### src/rtl/rbtq_pkg.sv
`timescale 1ns / 1ps

package rbtq_pkg;

  localparam int THREAD_COUNT_DEF = 64;

  localparam int CMD_W    = 3;
  localparam int TID_W    = 6;
  localparam int STATUS_W = 2;
  localparam int DATA_W   = 16;

  typedef enum logic [CMD_W-1:0] {
    CMD_MARK_READY = 3'd0,
    CMD_DEQUEUE    = 3'd1,
    CMD_BLOCK      = 3'd2,
    CMD_REREADY    = 3'd3,
    CMD_FORGET     = 3'd4
  } cmd_code_t;

  typedef enum logic [STATUS_W-1:0] {
    ST_DONE    = 2'd0,
    ST_IGNORED = 2'd1,
    ST_EMPTY   = 2'd2
  } status_t;

  // Micro-operations that the controller asks of the datapath.
  typedef enum logic [3:0] {
    DP_NONE,
    DP_LOAD,
    DP_MARK,
    DP_DEQ_READ,
    DP_DEQ_POP,
    DP_BLOCK,
    DP_REREADY,
    DP_IGNORE,
    DP_EMPTY,
    DP_WALK_START,
    DP_WALK_READ,
    DP_WALK_STEP,
    DP_FORGET_READ,
    DP_FORGET_END,
    DP_FORGET_FIX
  } dp_op_t;

  typedef struct packed {
    dp_op_t op;
  } dp_cmd_t;

  typedef struct packed {
    logic [CMD_W-1:0] cmd;
    logic             mark_ok;
    logic             block_ok;
    logic             ready_nonempty;
    logic             in_any_list;
    logic             cur_is_tid;
    logic             cur_is_last;
    logic             out_free;
  } dp_stat_t;

endpackage

### src/rtl/ready_blocked_thread_queue_top.sv
`timescale 1ns / 1ps
// Ready/blocked thread queue. Each request on the s_ channel carries a command
// (mark ready, dequeue, block, re-ready all blocked, forget) and a thread id;
// each request gives exactly one result on the m_ channel with a status, the
// popped thread for a dequeue and the emptiness of both lists afterwards.
// Both lists are FIFOs linked through one shared next-pointer memory of
// THREAD_COUNT entries with a registered read port.
// Requests are handled one at a time. Mark ready, block, re-ready and any
// ignored request load their result from the execute state; a dequeue
// first reads the new head from the link memory. Forget walks its list from
// the head, with one link memory read per thread ahead of the target, and
// then splices the target out. The next request is taken the cycle after
// the result is loaded.
// The result sits in an output register; while it waits, the next request is
// still accepted, but it completes only once that result has been taken.
// After reset both lists are empty and no result is pending. The link memory
// is not cleared: an entry's value is only used after it has been written.
module ready_blocked_thread_queue_top import rbtq_pkg::*; #(
  parameter int THREAD_COUNT = THREAD_COUNT_DEF
) (
  input  logic              clk,
  input  logic              rst,
  input  logic              s_tvalid,
  output logic              s_tready,
  // command[2:0], req_thread[8:3], is_terminated[9], zero above
  input  logic [DATA_W-1:0] s_tdata,
  output logic              m_tvalid,
  input  logic              m_tready,
  // status[1:0], dequeued_thread[7:2], dequeued_valid[8], ready_empty[9],
  // blocked_nonempty[10], zero above
  output logic [DATA_W-1:0] m_tdata
);

  dp_cmd_t  cmd;
  dp_stat_t stat;

  logic [STATUS_W-1:0] status;
  logic [TID_W-1:0]    dequeued_thread;
  logic                dequeued_valid;
  logic                ready_empty;
  logic                blocked_nonempty;

  rbtq_ctrl u_ctrl (
    .clk      (clk),
    .rst      (rst),
    .in_valid (s_tvalid),
    .in_ready (s_tready),
    .stat     (stat),
    .cmd      (cmd)
  );

  rbtq_dp #(
    .THREAD_COUNT (THREAD_COUNT)
  ) u_dp (
    .clk              (clk),
    .rst              (rst),
    .cmd              (cmd),
    .stat             (stat),
    .command          (s_tdata[2:0]),
    .req_thread       (s_tdata[8:3]),
    .is_terminated    (s_tdata[9]),
    .out_valid        (m_tvalid),
    .out_ready        (m_tready),
    .status           (status),
    .dequeued_thread  (dequeued_thread),
    .dequeued_valid   (dequeued_valid),
    .ready_empty      (ready_empty),
    .blocked_nonempty (blocked_nonempty)
  );

  assign m_tdata = {5'd0, blocked_nonempty, ready_empty, dequeued_valid, dequeued_thread,
                    status};

endmodule

### src/rtl/rbtq_ctrl.sv
`timescale 1ns / 1ps

module rbtq_ctrl import rbtq_pkg::*; (
  input  logic     clk,
  input  logic     rst,
  input  logic     in_valid,
  output logic     in_ready,
  input  dp_stat_t stat,
  output dp_cmd_t  cmd
);

  typedef enum logic [2:0] {
    S_IDLE,
    S_EXEC,
    S_DEQ_POP,
    S_WALK,
    S_WALK_WAIT,
    S_FIX
  } state_t;

  state_t state;
  state_t state_next;

  assign in_ready = (state == S_IDLE);

  always_comb begin
    state_next = state;
    cmd.op     = DP_NONE;
    unique case (state)
      S_IDLE: begin
        if (in_valid) begin
          cmd.op     = DP_LOAD;
          state_next = S_EXEC;
        end
      end
      S_EXEC: begin
        unique case (stat.cmd)
          CMD_MARK_READY: begin
            if (stat.out_free) begin
              cmd.op     = stat.mark_ok ? DP_MARK : DP_IGNORE;
              state_next = S_IDLE;
            end
          end
          CMD_DEQUEUE: begin
            if (stat.ready_nonempty) begin
              cmd.op     = DP_DEQ_READ;
              state_next = S_DEQ_POP;
            end else if (stat.out_free) begin
              cmd.op     = DP_EMPTY;
              state_next = S_IDLE;
            end
          end
          CMD_BLOCK: begin
            if (stat.out_free) begin
              cmd.op     = stat.block_ok ? DP_BLOCK : DP_IGNORE;
              state_next = S_IDLE;
            end
          end
          CMD_REREADY: begin
            if (stat.out_free) begin
              cmd.op     = DP_REREADY;
              state_next = S_IDLE;
            end
          end
          CMD_FORGET: begin
            if (stat.in_any_list) begin
              cmd.op     = DP_WALK_START;
              state_next = S_WALK;
            end else if (stat.out_free) begin
              cmd.op     = DP_IGNORE;
              state_next = S_IDLE;
            end
          end
          default: begin
            if (stat.out_free) begin
              cmd.op     = DP_IGNORE;
              state_next = S_IDLE;
            end
          end
        endcase
      end
      S_DEQ_POP: begin
        if (stat.out_free) begin
          cmd.op     = DP_DEQ_POP;
          state_next = S_IDLE;
        end
      end
      S_WALK: begin
        // A thread in the middle or at the head of a longer list needs its own
        // link read before it can be spliced out.
        if (stat.cur_is_tid && !stat.cur_is_last) begin
          cmd.op     = DP_FORGET_READ;
          state_next = S_FIX;
        end else if (stat.cur_is_tid || stat.cur_is_last) begin
          if (stat.out_free) begin
            cmd.op     = DP_FORGET_END;
            state_next = S_IDLE;
          end
        end else begin
          cmd.op     = DP_WALK_READ;
          state_next = S_WALK_WAIT;
        end
      end
      S_WALK_WAIT: begin
        cmd.op     = DP_WALK_STEP;
        state_next = S_WALK;
      end
      S_FIX: begin
        if (stat.out_free) begin
          cmd.op     = DP_FORGET_FIX;
          state_next = S_IDLE;
        end
      end
      default: begin
        state_next = S_IDLE;
      end
    endcase
  end

  always_ff @(posedge clk) begin
    if (rst) begin
      state <= S_IDLE;
    end else begin
      state <= state_next;
    end
  end

endmodule

### src/rtl/rbtq_dp.sv
`timescale 1ns / 1ps

module rbtq_dp import rbtq_pkg::*; #(
  parameter int THREAD_COUNT = THREAD_COUNT_DEF
) (
  input  logic                clk,
  input  logic                rst,
  input  dp_cmd_t             cmd,
  output dp_stat_t            stat,
  input  logic [CMD_W-1:0]    command,
  input  logic [TID_W-1:0]    req_thread,
  input  logic                is_terminated,
  output logic                out_valid,
  input  logic                out_ready,
  output logic [STATUS_W-1:0] status,
  output logic [TID_W-1:0]    dequeued_thread,
  output logic                dequeued_valid,
  output logic                ready_empty,
  output logic                blocked_nonempty
);

  localparam int IW = $clog2(THREAD_COUNT);
  localparam int CW = $clog2(THREAD_COUNT + 1);

  // Request held for the duration of its execution.
  logic [CMD_W-1:0] cmd_r;
  logic [TID_W-1:0] tid_r;
  logic             term_r;

  logic [IW-1:0] ready_first, ready_first_next;
  logic [IW-1:0] ready_last, ready_last_next;
  logic [IW-1:0] blocked_first, blocked_first_next;
  logic [IW-1:0] blocked_last, blocked_last_next;
  logic [THREAD_COUNT-1:0] queued, queued_next;
  logic [THREAD_COUNT-1:0] blocked, blocked_next;
  logic [CW-1:0] ready_count, ready_count_next;
  logic [CW-1:0] blocked_count, blocked_count_next;

  // List walk for forget.
  logic          walk_sel, walk_sel_next;
  logic [IW-1:0] cur, cur_next;
  logic [IW-1:0] prev, prev_next;
  logic          have_prev, have_prev_next;

  // Shared next-pointer store.
  logic [IW-1:0] link_mem [THREAD_COUNT];
  logic [IW-1:0] rdata;
  logic          rd_en;
  logic [IW-1:0] raddr;
  logic          mem_we;
  logic [IW-1:0] mem_waddr;
  logic [IW-1:0] mem_wdata;

  logic                emit;
  logic [STATUS_W-1:0] emit_status;
  logic [TID_W-1:0]    emit_thread;
  logic                emit_valid;

  logic          tid_ok;
  logic [IW-1:0] tid_ix;
  logic          q_hit;
  logic          b_hit;
  logic [IW-1:0] list_last;

  assign tid_ok    = 32'(tid_r) < 32'(THREAD_COUNT);
  assign tid_ix    = IW'(tid_r);
  assign q_hit     = tid_ok && queued[tid_ix];
  assign b_hit     = tid_ok && blocked[tid_ix];
  assign list_last = walk_sel ? blocked_last : ready_last;

  always_comb begin
    stat.cmd            = cmd_r;
    stat.mark_ok        = tid_ok && !term_r && !q_hit && !b_hit;
    stat.block_ok       = tid_ok && !q_hit && !b_hit;
    stat.ready_nonempty = (ready_count != '0);
    stat.in_any_list    = q_hit || b_hit;
    stat.cur_is_tid     = (cur == tid_ix);
    stat.cur_is_last    = (cur == list_last);
    stat.out_free       = !out_valid || out_ready;
  end

  always_comb begin
    ready_first_next   = ready_first;
    ready_last_next    = ready_last;
    blocked_first_next = blocked_first;
    blocked_last_next  = blocked_last;
    queued_next        = queued;
    blocked_next       = blocked;
    ready_count_next   = ready_count;
    blocked_count_next = blocked_count;
    walk_sel_next      = walk_sel;
    cur_next           = cur;
    prev_next          = prev;
    have_prev_next     = have_prev;
    rd_en              = 1'b0;
    raddr              = cur;
    mem_we             = 1'b0;
    mem_waddr          = ready_last;
    mem_wdata          = tid_ix;
    emit               = 1'b0;
    emit_status        = ST_DONE;
    emit_thread        = '0;
    emit_valid         = 1'b0;

    case (cmd.op) inside
      DP_MARK: begin
        if (ready_count != '0) begin
          mem_we    = 1'b1;
          mem_waddr = ready_last;
          mem_wdata = tid_ix;
        end else begin
          ready_first_next = tid_ix;
        end
        ready_last_next     = tid_ix;
        queued_next[tid_ix] = 1'b1;
        ready_count_next    = ready_count + CW'(1);
        emit                = 1'b1;
      end
      DP_DEQ_READ: begin
        rd_en = 1'b1;
        raddr = ready_first;
      end
      DP_DEQ_POP: begin
        if (ready_first != ready_last) begin
          ready_first_next = rdata;
        end
        queued_next[ready_first] = 1'b0;
        ready_count_next         = ready_count - CW'(1);
        emit                     = 1'b1;
        emit_thread              = TID_W'(ready_first);
        emit_valid               = 1'b1;
      end
      DP_BLOCK: begin
        if (blocked_count != '0) begin
          mem_we    = 1'b1;
          mem_waddr = blocked_last;
          mem_wdata = tid_ix;
        end else begin
          blocked_first_next = tid_ix;
        end
        blocked_last_next    = tid_ix;
        blocked_next[tid_ix] = 1'b1;
        blocked_count_next   = blocked_count + CW'(1);
        emit                 = 1'b1;
      end
      DP_REREADY: begin
        if (blocked_count != '0) begin
          if (ready_count != '0) begin
            mem_we    = 1'b1;
            mem_waddr = ready_last;
            mem_wdata = blocked_first;
          end else begin
            ready_first_next = blocked_first;
          end
          ready_last_next    = blocked_last;
          queued_next        = queued | blocked;
          blocked_next       = '0;
          ready_count_next   = ready_count + blocked_count;
          blocked_count_next = '0;
        end
        emit = 1'b1;
      end
      DP_IGNORE: begin
        emit        = 1'b1;
        emit_status = ST_IGNORED;
      end
      DP_EMPTY: begin
        emit        = 1'b1;
        emit_status = ST_EMPTY;
      end
      DP_WALK_START: begin
        walk_sel_next  = !q_hit;
        cur_next       = q_hit ? ready_first : blocked_first;
        have_prev_next = 1'b0;
      end
      DP_WALK_READ, DP_FORGET_READ: begin
        rd_en = 1'b1;
        raddr = cur;
      end
      DP_WALK_STEP: begin
        prev_next      = cur;
        cur_next       = rdata;
        have_prev_next = 1'b1;
      end
      DP_FORGET_END, DP_FORGET_FIX: begin
        if (cmd.op == DP_FORGET_END) begin
          // The tail goes: its predecessor becomes the new tail.
          if ((cur == tid_ix) && have_prev) begin
            if (walk_sel) begin
              blocked_last_next = prev;
            end else begin
              ready_last_next = prev;
            end
          end
        end else if (!have_prev) begin
          if (walk_sel) begin
            blocked_first_next = rdata;
          end else begin
            ready_first_next = rdata;
          end
        end else begin
          mem_we    = 1'b1;
          mem_waddr = prev;
          mem_wdata = rdata;
        end
        if (walk_sel) begin
          blocked_next[tid_ix] = 1'b0;
          blocked_count_next   = blocked_count - CW'(1);
        end else begin
          queued_next[tid_ix] = 1'b0;
          ready_count_next    = ready_count - CW'(1);
        end
        emit = 1'b1;
      end
      default: begin
      end
    endcase
  end

  always_ff @(posedge clk) begin
    if (mem_we) begin
      link_mem[mem_waddr] <= mem_wdata;
    end
    if (rd_en) begin
      rdata <= link_mem[raddr];
    end
  end

  always_ff @(posedge clk) begin
    if (rst) begin
      ready_first   <= '0;
      ready_last    <= '0;
      blocked_first <= '0;
      blocked_last  <= '0;
      queued        <= '0;
      blocked       <= '0;
      ready_count   <= '0;
      blocked_count <= '0;
      out_valid     <= 1'b0;
    end else begin
      ready_first   <= ready_first_next;
      ready_last    <= ready_last_next;
      blocked_first <= blocked_first_next;
      blocked_last  <= blocked_last_next;
      queued        <= queued_next;
      blocked       <= blocked_next;
      ready_count   <= ready_count_next;
      blocked_count <= blocked_count_next;
      if (emit) begin
        out_valid <= 1'b1;
      end else if (out_ready) begin
        out_valid <= 1'b0;
      end
    end
  end

  always_ff @(posedge clk) begin
    if (cmd.op == DP_LOAD) begin
      cmd_r  <= command;
      tid_r  <= req_thread;
      term_r <= is_terminated;
    end
    walk_sel  <= walk_sel_next;
    cur       <= cur_next;
    prev      <= prev_next;
    have_prev <= have_prev_next;
    if (emit) begin
      status           <= emit_status;
      dequeued_thread  <= emit_thread;
      dequeued_valid   <= emit_valid;
      ready_empty      <= (ready_count_next == '0);
      blocked_nonempty <= (blocked_count_next != '0);
    end
  end

endmodule

### config.mk
export PLATFORM = sky130hd
export DESIGN_NAME = ready_blocked_thread_queue_top
export DESIGN_NICKNAME = d
export VERILOG_FILES = /design/src/rtl/rbtq_pkg.sv /design/src/rtl/ready_blocked_thread_queue_top.sv /design/src/rtl/rbtq_ctrl.sv /design/src/rtl/rbtq_dp.sv
export SDC_FILE = /design/constraint.sdc
export NUM_CORES = 1
export LEC_CHECK = 0
export ABC_AREA = 1
export BUFFER_PORTS_ARGS = -buffer_cell sky130_fd_sc_hd__buf_2
export CAP_MARGIN = 5
export CORE_ASPECT_RATIO = 1.2
export CORE_MARGIN = 10
export CORE_UTILIZATION = 35
export CTS_CLUSTER_SIZE = 30
export DETAILED_ROUTE_END_ITERATION = 7
export HOLD_SLACK_MARGIN = 0.1
export PLACE_DENSITY = 0.56
export SYNTH_ARGS = -nofsm -noshare
export SYNTH_HDL_FRONTEND = slang
export SYNTH_SLANG_ARGS = --single-unit
### constraint.sdc
create_clock -name clk -period 5.62 [get_ports clk]
set_input_delay 0.562 -clock clk [delete_from_list [all_inputs] [get_ports clk]]
set_output_delay 0.562 -clock clk [all_outputs]
set_load 0.05 [all_outputs]
==> results of run 1 <==
==> power by group through the flow <==
stage / sequential (mW) / clock (mW) / combinational (mW)
CTS: 4.95 / 4.66 / 1.50
detailed placement: 5.05 / 0 / 1.50
global route: 4.97 / 4.84 / 1.67
floorplan: 5.03 / 0 / 0.963
global placement: 5.04 / 0 / 1.48
finish: 4.96 / 4.57 / 1.52
==> per-stage QoR <==
| stage | instance area, µm² | hold slack (ns) |
|---|---|---|
| after floorplan | 32300 | 0.437 |
| after global placement | 34200 | 0.456 |
| after detailed placement | 34200 | 0.463 |
| after CTS | 36600 | 0.102 |
| after global routing | 36700 | 0.103 |
| final | 36700 | 0.125 |
==> per-layer routing <==
metal	GRT usage, %	vias to the layer above	routed length [µm]
met5	0	-	0
met4	8.17	0	4250
met3	2.47	225	5880
met2	32.5	893	50300
met1	23.1	12900	41800
li1	-	13600	-
==> layout make-up <==
cell class / instances / area, µm² / area share, %
multi-input combinational: 2608 / 12700 / 34.6
clock buffer: 90 / 1900 / 5.18
timing repair buffer: 159 / 1490 / 4.07
clock inverter: 37 / 405 / 1.11
sequential: 595 / 16200 / 44.1
tap: 1240 / 1550 / 4.23
inverter: 661 / 2480 / 6.77
==> sequential cells by signal (all words and copies together) (netlist names) <==
| signal | flops |
|---|---|
| u_ctrl.state | 3 |
| u_dp.blocked_count | 7 |
| u_dp.ready_first | 6 |
| u_dp.dequeued_thread | 6 |
| u_dp.ready_empty | 1 |
| u_dp.link_mem | 384 |
| u_dp.have_prev | 1 |
| u_dp.dequeued_valid | 1 |
| u_dp.cur | 6 |
| u_dp.blocked_nonempty | 1 |
| u_dp.blocked_first | 6 |
| u_dp.queued | 64 |
| u_dp.tid_ix | 6 |
| u_dp.status | 2 |
| u_dp.blocked_last | 6 |
| u_dp.term_r | 1 |
| u_dp.ready_last | 6 |
| u_dp.out_valid | 1 |
| u_dp.rdata | 6 |
| u_dp.blocked | 64 |
| u_dp.cmd_r | 3 |
| u_dp.ready_count | 7 |
| u_dp.walk_sel | 1 |
| u_dp.prev | 6 |
==> critical path, stage by stage, from the launching register on <==
cell	delay [ns]
edfxtp_1	0.46
buf_12	0.35
o21ai_0	0.23
nand2_1	0.10
nand2_1	0.06
nand2_1	0.05
nand2_1	0.05
nand2_1	0.16
nand2_1	0.07
nor2_1	0.25
nand2_1	0.16
o21ai_2	0.23
nand2_1	0.12
a21oi_4	0.20
inv_2	0.08
nor2_4	0.17
nand2_2	0.18
buf_4	0.23
nand2_1	0.17
o21ai_0	0.13
o21ai_1	0.34
buf_4	0.25
nand2_1	0.32
nor2_1	0.56
==> logic make-up after synthesis <==
kind of cell             after synthesis
other                                  1
flip-flops                           595
XOR/XNOR                              28
AND/OR/NAND/NOR                     1689
AO/OA/AOI/OAI                        875
buffers and inverters                901
adder cells (fa/ha/maj)               11
==> cell usage in the layout, fill, tap and decap left out, drive strengths merged, types with 8 or more instances in the layout <==
cell	Yosys	routed
o21ai	534	534
edfxtp	425	425
nand3b	31	31
a21oi	158	158
ha	10	10
o221ai	8	8
nand2	909	909
xor2	25	25
clkinv	0	28
o211ai	65	65
nor2	279	279
a32oi	35	35
nor3	47	47
buf	135	153
a211oi	14	14
inv	661	663
clkbuf	105	90
dfxtp	170	170
nand3	406	406
a31oi	42	42
==> how the worst max path moves through the flow <==
stage / to / from / cells after the start / slack [ns]
6_report: u_dp.link_mem[47][4] / u_dp.tid_ix[0] / 23 / 0.23
5_1_grt: u_dp.link_mem[47][4] / u_dp.tid_ix[0] / 27 / -0.13
4_1_cts: u_dp.link_mem[45][2] / u_dp.tid_ix[0] / 23 / 0.20
3_5_place_dp: u_dp.link_mem[45][4] / u_dp.tid_ix[0] / 23 / 0.23
3_3_place_gp: u_dp.link_mem[29][3] / u_dp.tid_ix[0] / 23 / 0.32
2_1_floorplan: u_dp.link_mem[0][5] / u_dp.tid_ix[0] / 18 / 0.77
==> what timing repair did <==
action | 4_1_cts | 5_1_grt
gates resized for setup | 0 | 25
endpoints found under the setup margin | 0 | 179
buffers inserted | 0 | 2
hold buffers | 6 | 0
hold endpoints to repair | 6 | 0
==> impl_metrics.ini, run 1 <==
[run_status]
status = finished, final reports clean

[synthesis]
synthTopCellsByCount = nand2_1, inv_1, o21ai_0
yosysMostFrequentCell = nand2_1
synthTopCellsByArea = edfxtp_1, dfxtp_1, nand2_1
synth_flop_cell = edfxtp_1
synthArstFlopShare_pct = 0
synthSimpleGateAreaFrac_pct = 22.1
synth_top_family_by_area = simple AND/OR/NAND/NOR gates
syn_area_um2 = 32300
yosysTopAreaCellShare_pct = 39.5
synth_compound_area_share_pct = 15.1
synth_warnings = 0
syn_area_per_cell_um2 = 7.88
synthMuxAreaShare_pct = 0
ys_types = 51
yosys.area.top_type = edfxtp_1
synth_edf_count = 425
ys_seq_area_share_pct = 50.1
synthAdderAreaFrac_pct = 0.449
ys_ff_latch = 595
syn_inst = 4100
synth_xor_area_share_pct = 0.759

[place]
dp_cells = 5255
place_ws_ns = 0.226
gp_congestion = 0.881
io_buffers = 26
hpwl_um = 65900

[final_layout]
drive_gt1_share_pct = 7.93
fillers = 9389
fin_util_pct = 39.9
n_antenna_cell = 0
stdcell_count = 5390
final_nets = 4127
syn2layout_area_growth_pct = 13.6

[run]
drv_cap = 0

[critical_path]
cp.arrival_ns = 5.65
worstSetupStartpointType = flop
cp_max_fo = 88
end_kind = flop
r2r-end = u_dp.link_mem[47][4]
r2r_slack_ns = 0.23
rr_worst_depth = 23
r2r_start = u_dp.tid_ix[0]
critPathRequiredTime_ns = 5.88
worst-setup-path-type = flop to flop

[clock_network]
cts-root-buf = clkbuf_16
insertion_delay_ns = 0.64
cts_inserted_buffers = 71
clock-sinks = 595
cts.clk_slew.worst_paths_ns = 0.06
clock_path_buffers = 3
htree_levels = 3
tritoncts = yes

[timing]
setup_ws_ns = 0.231
hold_violations = 0
skew_ns = 0.0346
finalCriticalPeriod_ns = 5.39
finalSetupViolations = 0
finalMaxSlewViolations = 0
slew_headroom_pct = 15.4
finalSetupTns_ns = 0
tightest_slew_ns = 1.26
rsz0062_at_grt = yes
fmax_mhz = 186
post-route-period-util_pct = 95.9

[routing]
drcViolationCount = 0
wl_um = 102000
via_per_inst = 5.13
dr.pass1.iters = 7
first_iter_violations = 2195
vias = 27600
final_antenna_net_count = 0
wl_per_cell_um = 19.0

[floorplan]
ios = 38
chipWidth_um = 297
die_h_um = 353
core_um2 = 91900
rows = 122
die_area_um2 = 105000
initial_utilization_pct = 35.1

[pwr]
ir_worst_vdd_v = 0.000226
p_sw_mw = 3.15
p_comb_share_pct = 13.7
p_total_mw = 11.0
p_leak_nw = 14.6
swShare_pct = 28.5
seq_power_share_pct = 44.9
p_int_mw = 7.90
clkPwrFrac_pct = 41.4
powerDensity_nw_per_um2 = 301

[worst_hold_path]
hold_path_class = primary input to flop
hp-start = s_tdata[7]
hold_end = u_dp.tid_ix[4]
hold_depth = 1

[global_routing]
grt_first_pass_wirelength_um = 156000
grt_remaining_overflow = 0
antenna_found_initial = 0
grt_max_degree = 92
grt_pass1_vias = 26100
grt_usage_pct = 18.8
Power figures use the tool's default switching activity.
==> run 2, diff against run 1 <==
- clock period: 5.62 -> 5.2 ns (I/O delays scaled with it)
==> impl_metrics.ini, run 2 (synthesis gave the netlist of run 1 again) <==
[timing]
fmax_mhz = 210
rsz0062_at_grt = no
tightest_slew_ns = 1.24
hold_violations = 0
finalMaxSlewViolations = 0
skew_ns = 0.0581
finalSetupViolations = 0
setup_ws_ns = 0.429
slew_headroom_pct = 16.9
post-route-period-util_pct = 91.8
finalCriticalPeriod_ns = 4.77
finalSetupTns_ns = 0

[final_layout]
syn2layout_area_growth_pct = 14.6
final_cell_mix = nand2_1, inv_1, o21ai_0
fin_util_pct = 40.3
final_nets = 4177
largest_reg_flops = 384
reg_top3 = u_dp.link_mem x384, u_dp.blocked x64, u_dp.queued x64
layout_commonest_cell = nand2_1
top_register = u_dp.link_mem
drive_gt1_share_pct = 8.72
stdcell_count = 5443
fillers = 9363

[critical_path]
r2r-end = u_dp.rdata[2]
crit_path_frequent_cell = nand2_1
worst-path-stages = 27
cp.arrival_ns = 5.27
worst-setup-path-type = flop to flop
crit_family = simple AND/OR/NAND/NOR gates
end_kind = flop
worstSetupStartpointType = flop
cp_max_fo = 48
r2r_start = u_dp.tid_ix[0]
critPathBufInv = 4
crit_path_max_incr_delay_ns = 0.58
rr_worst_depth = 27
crit_path_top_delay_cell = o21ai_4
r2r_slack_ns = 0.43
critPathRequiredTime_ns = 5.70

[routing]
vias = 27900
wl_per_cell_um = 19.1
via_per_inst = 5.13
first_iter_violations = 2294
dr.pass1.iters = 8
drcViolationCount = 0
final_antenna_net_count = 0
wl_um = 104000

[floorplan]
die_area_um2 = 105000
chipWidth_um = 297
rows = 122
ios = 38
die_h_um = 353
initial_utilization_pct = 35.1
core_um2 = 91900

[global_routing]
grt_max_degree = 77
grt_usage_pct = 19.1
top_usage_layer = met2
grt_first_pass_wirelength_um = 158000
grtUsageMet3_pct = 2.60
grtUsageMet2_pct = 32.8
grt_pass1_vias = 26300
use_met1_pct = 23.6
grt_remaining_overflow = 0
antenna_found_initial = 2

[pwr]
p_leak_nw = 14.8
p_total_mw = 12.0
powerDensity_nw_per_um2 = 323
ir_worst_vdd_v = 0.000338

[worst_hold_path]
hold_depth = 1
hold_end = u_dp.tid_ix[3]
hp-start = s_tdata[6]
hold_path_class = primary input to flop

[clock_network]
htree_levels = 3
clock-sinks = 595
clock_path_buffers = 3
cts.clk_slew.worst_paths_ns = 0.06
insertion_delay_ns = 0.65
cts_inserted_buffers = 71
cts-root-buf = clkbuf_16
tritoncts = yes

[place]
io_buffers = 26
gp_congestion = 0.921
hpwl_um = 66700
dp_cells = 5302
place_ws_ns = 0.0738

[run_status]
status = finished, final reports clean

[run]
drv_cap = 0
[run 2: metrics by stage]
| step | hold WS, ns | area, µm² |
|---|---|---|
| 2_1_floorplan | 0.437 | 32300 |
| 3_3_place_gp | 0.451 | 34500 |
| 3_5_place_dp | 0.461 | 34500 |
| 4_1_cts | 0.148 | 36900 |
| 5_1_grt | 0.159 | 37000 |
| 6_report | 0.174 | 37000 |
[run 2: cell type report]
class | count | area, µm² | area share [%]
clock buffer | 99 | 1950 | 5.28
timing repair buffer | 209 | 1840 | 4.97
tap | 1240 | 1550 | 4.19
sequential | 595 | 16200 | 43.7
antenna | 4 | 10.0 | 0.0271
multi-input combinational | 2608 | 12600 | 34.2
inverter | 661 | 2490 | 6.73
clock inverter | 27 | 349 | 0.943
[run 2: worst max-delay path by stage]
stage / from / endpoint
6_report: u_dp.tid_ix[0] / u_dp.rdata[2]
5_1_grt: u_dp.tid_ix[0] / u_dp.link_mem[43][0]
4_1_cts: u_dp.tid_ix[1] / u_dp.link_mem[25][0]
3_5_place_dp: u_dp.tid_ix[1] / u_dp.link_mem[25][1]
3_3_place_gp: u_dp.tid_ix[1] / u_dp.link_mem[25][0]
2_1_floorplan: u_dp.tid_ix[0] / u_dp.link_mem[0][5]
[run 2: repair_timing]
action	CTS	global route
setup endpoints to repair	0	278
buffers inserted	0	2
gates resized for setup	0	18
hold endpoints to repair	9	0
hold buffers	9	0
[run 2: routing by layer]
metal	share of wire, %	up-vias
met3	5.8	266
met5	0	-
li1	-	13700
met1	41	13000
met2	48	994
met4	4.8	0
[run 2: report_power, final]
part	leakage [nW]	switching, mW	internal (mW)
registers	5.21	0.132	5.23
clock network	1.11	2.12	2.81
logic	8.50	1.19	0.464
total	14.8	3.45	8.50
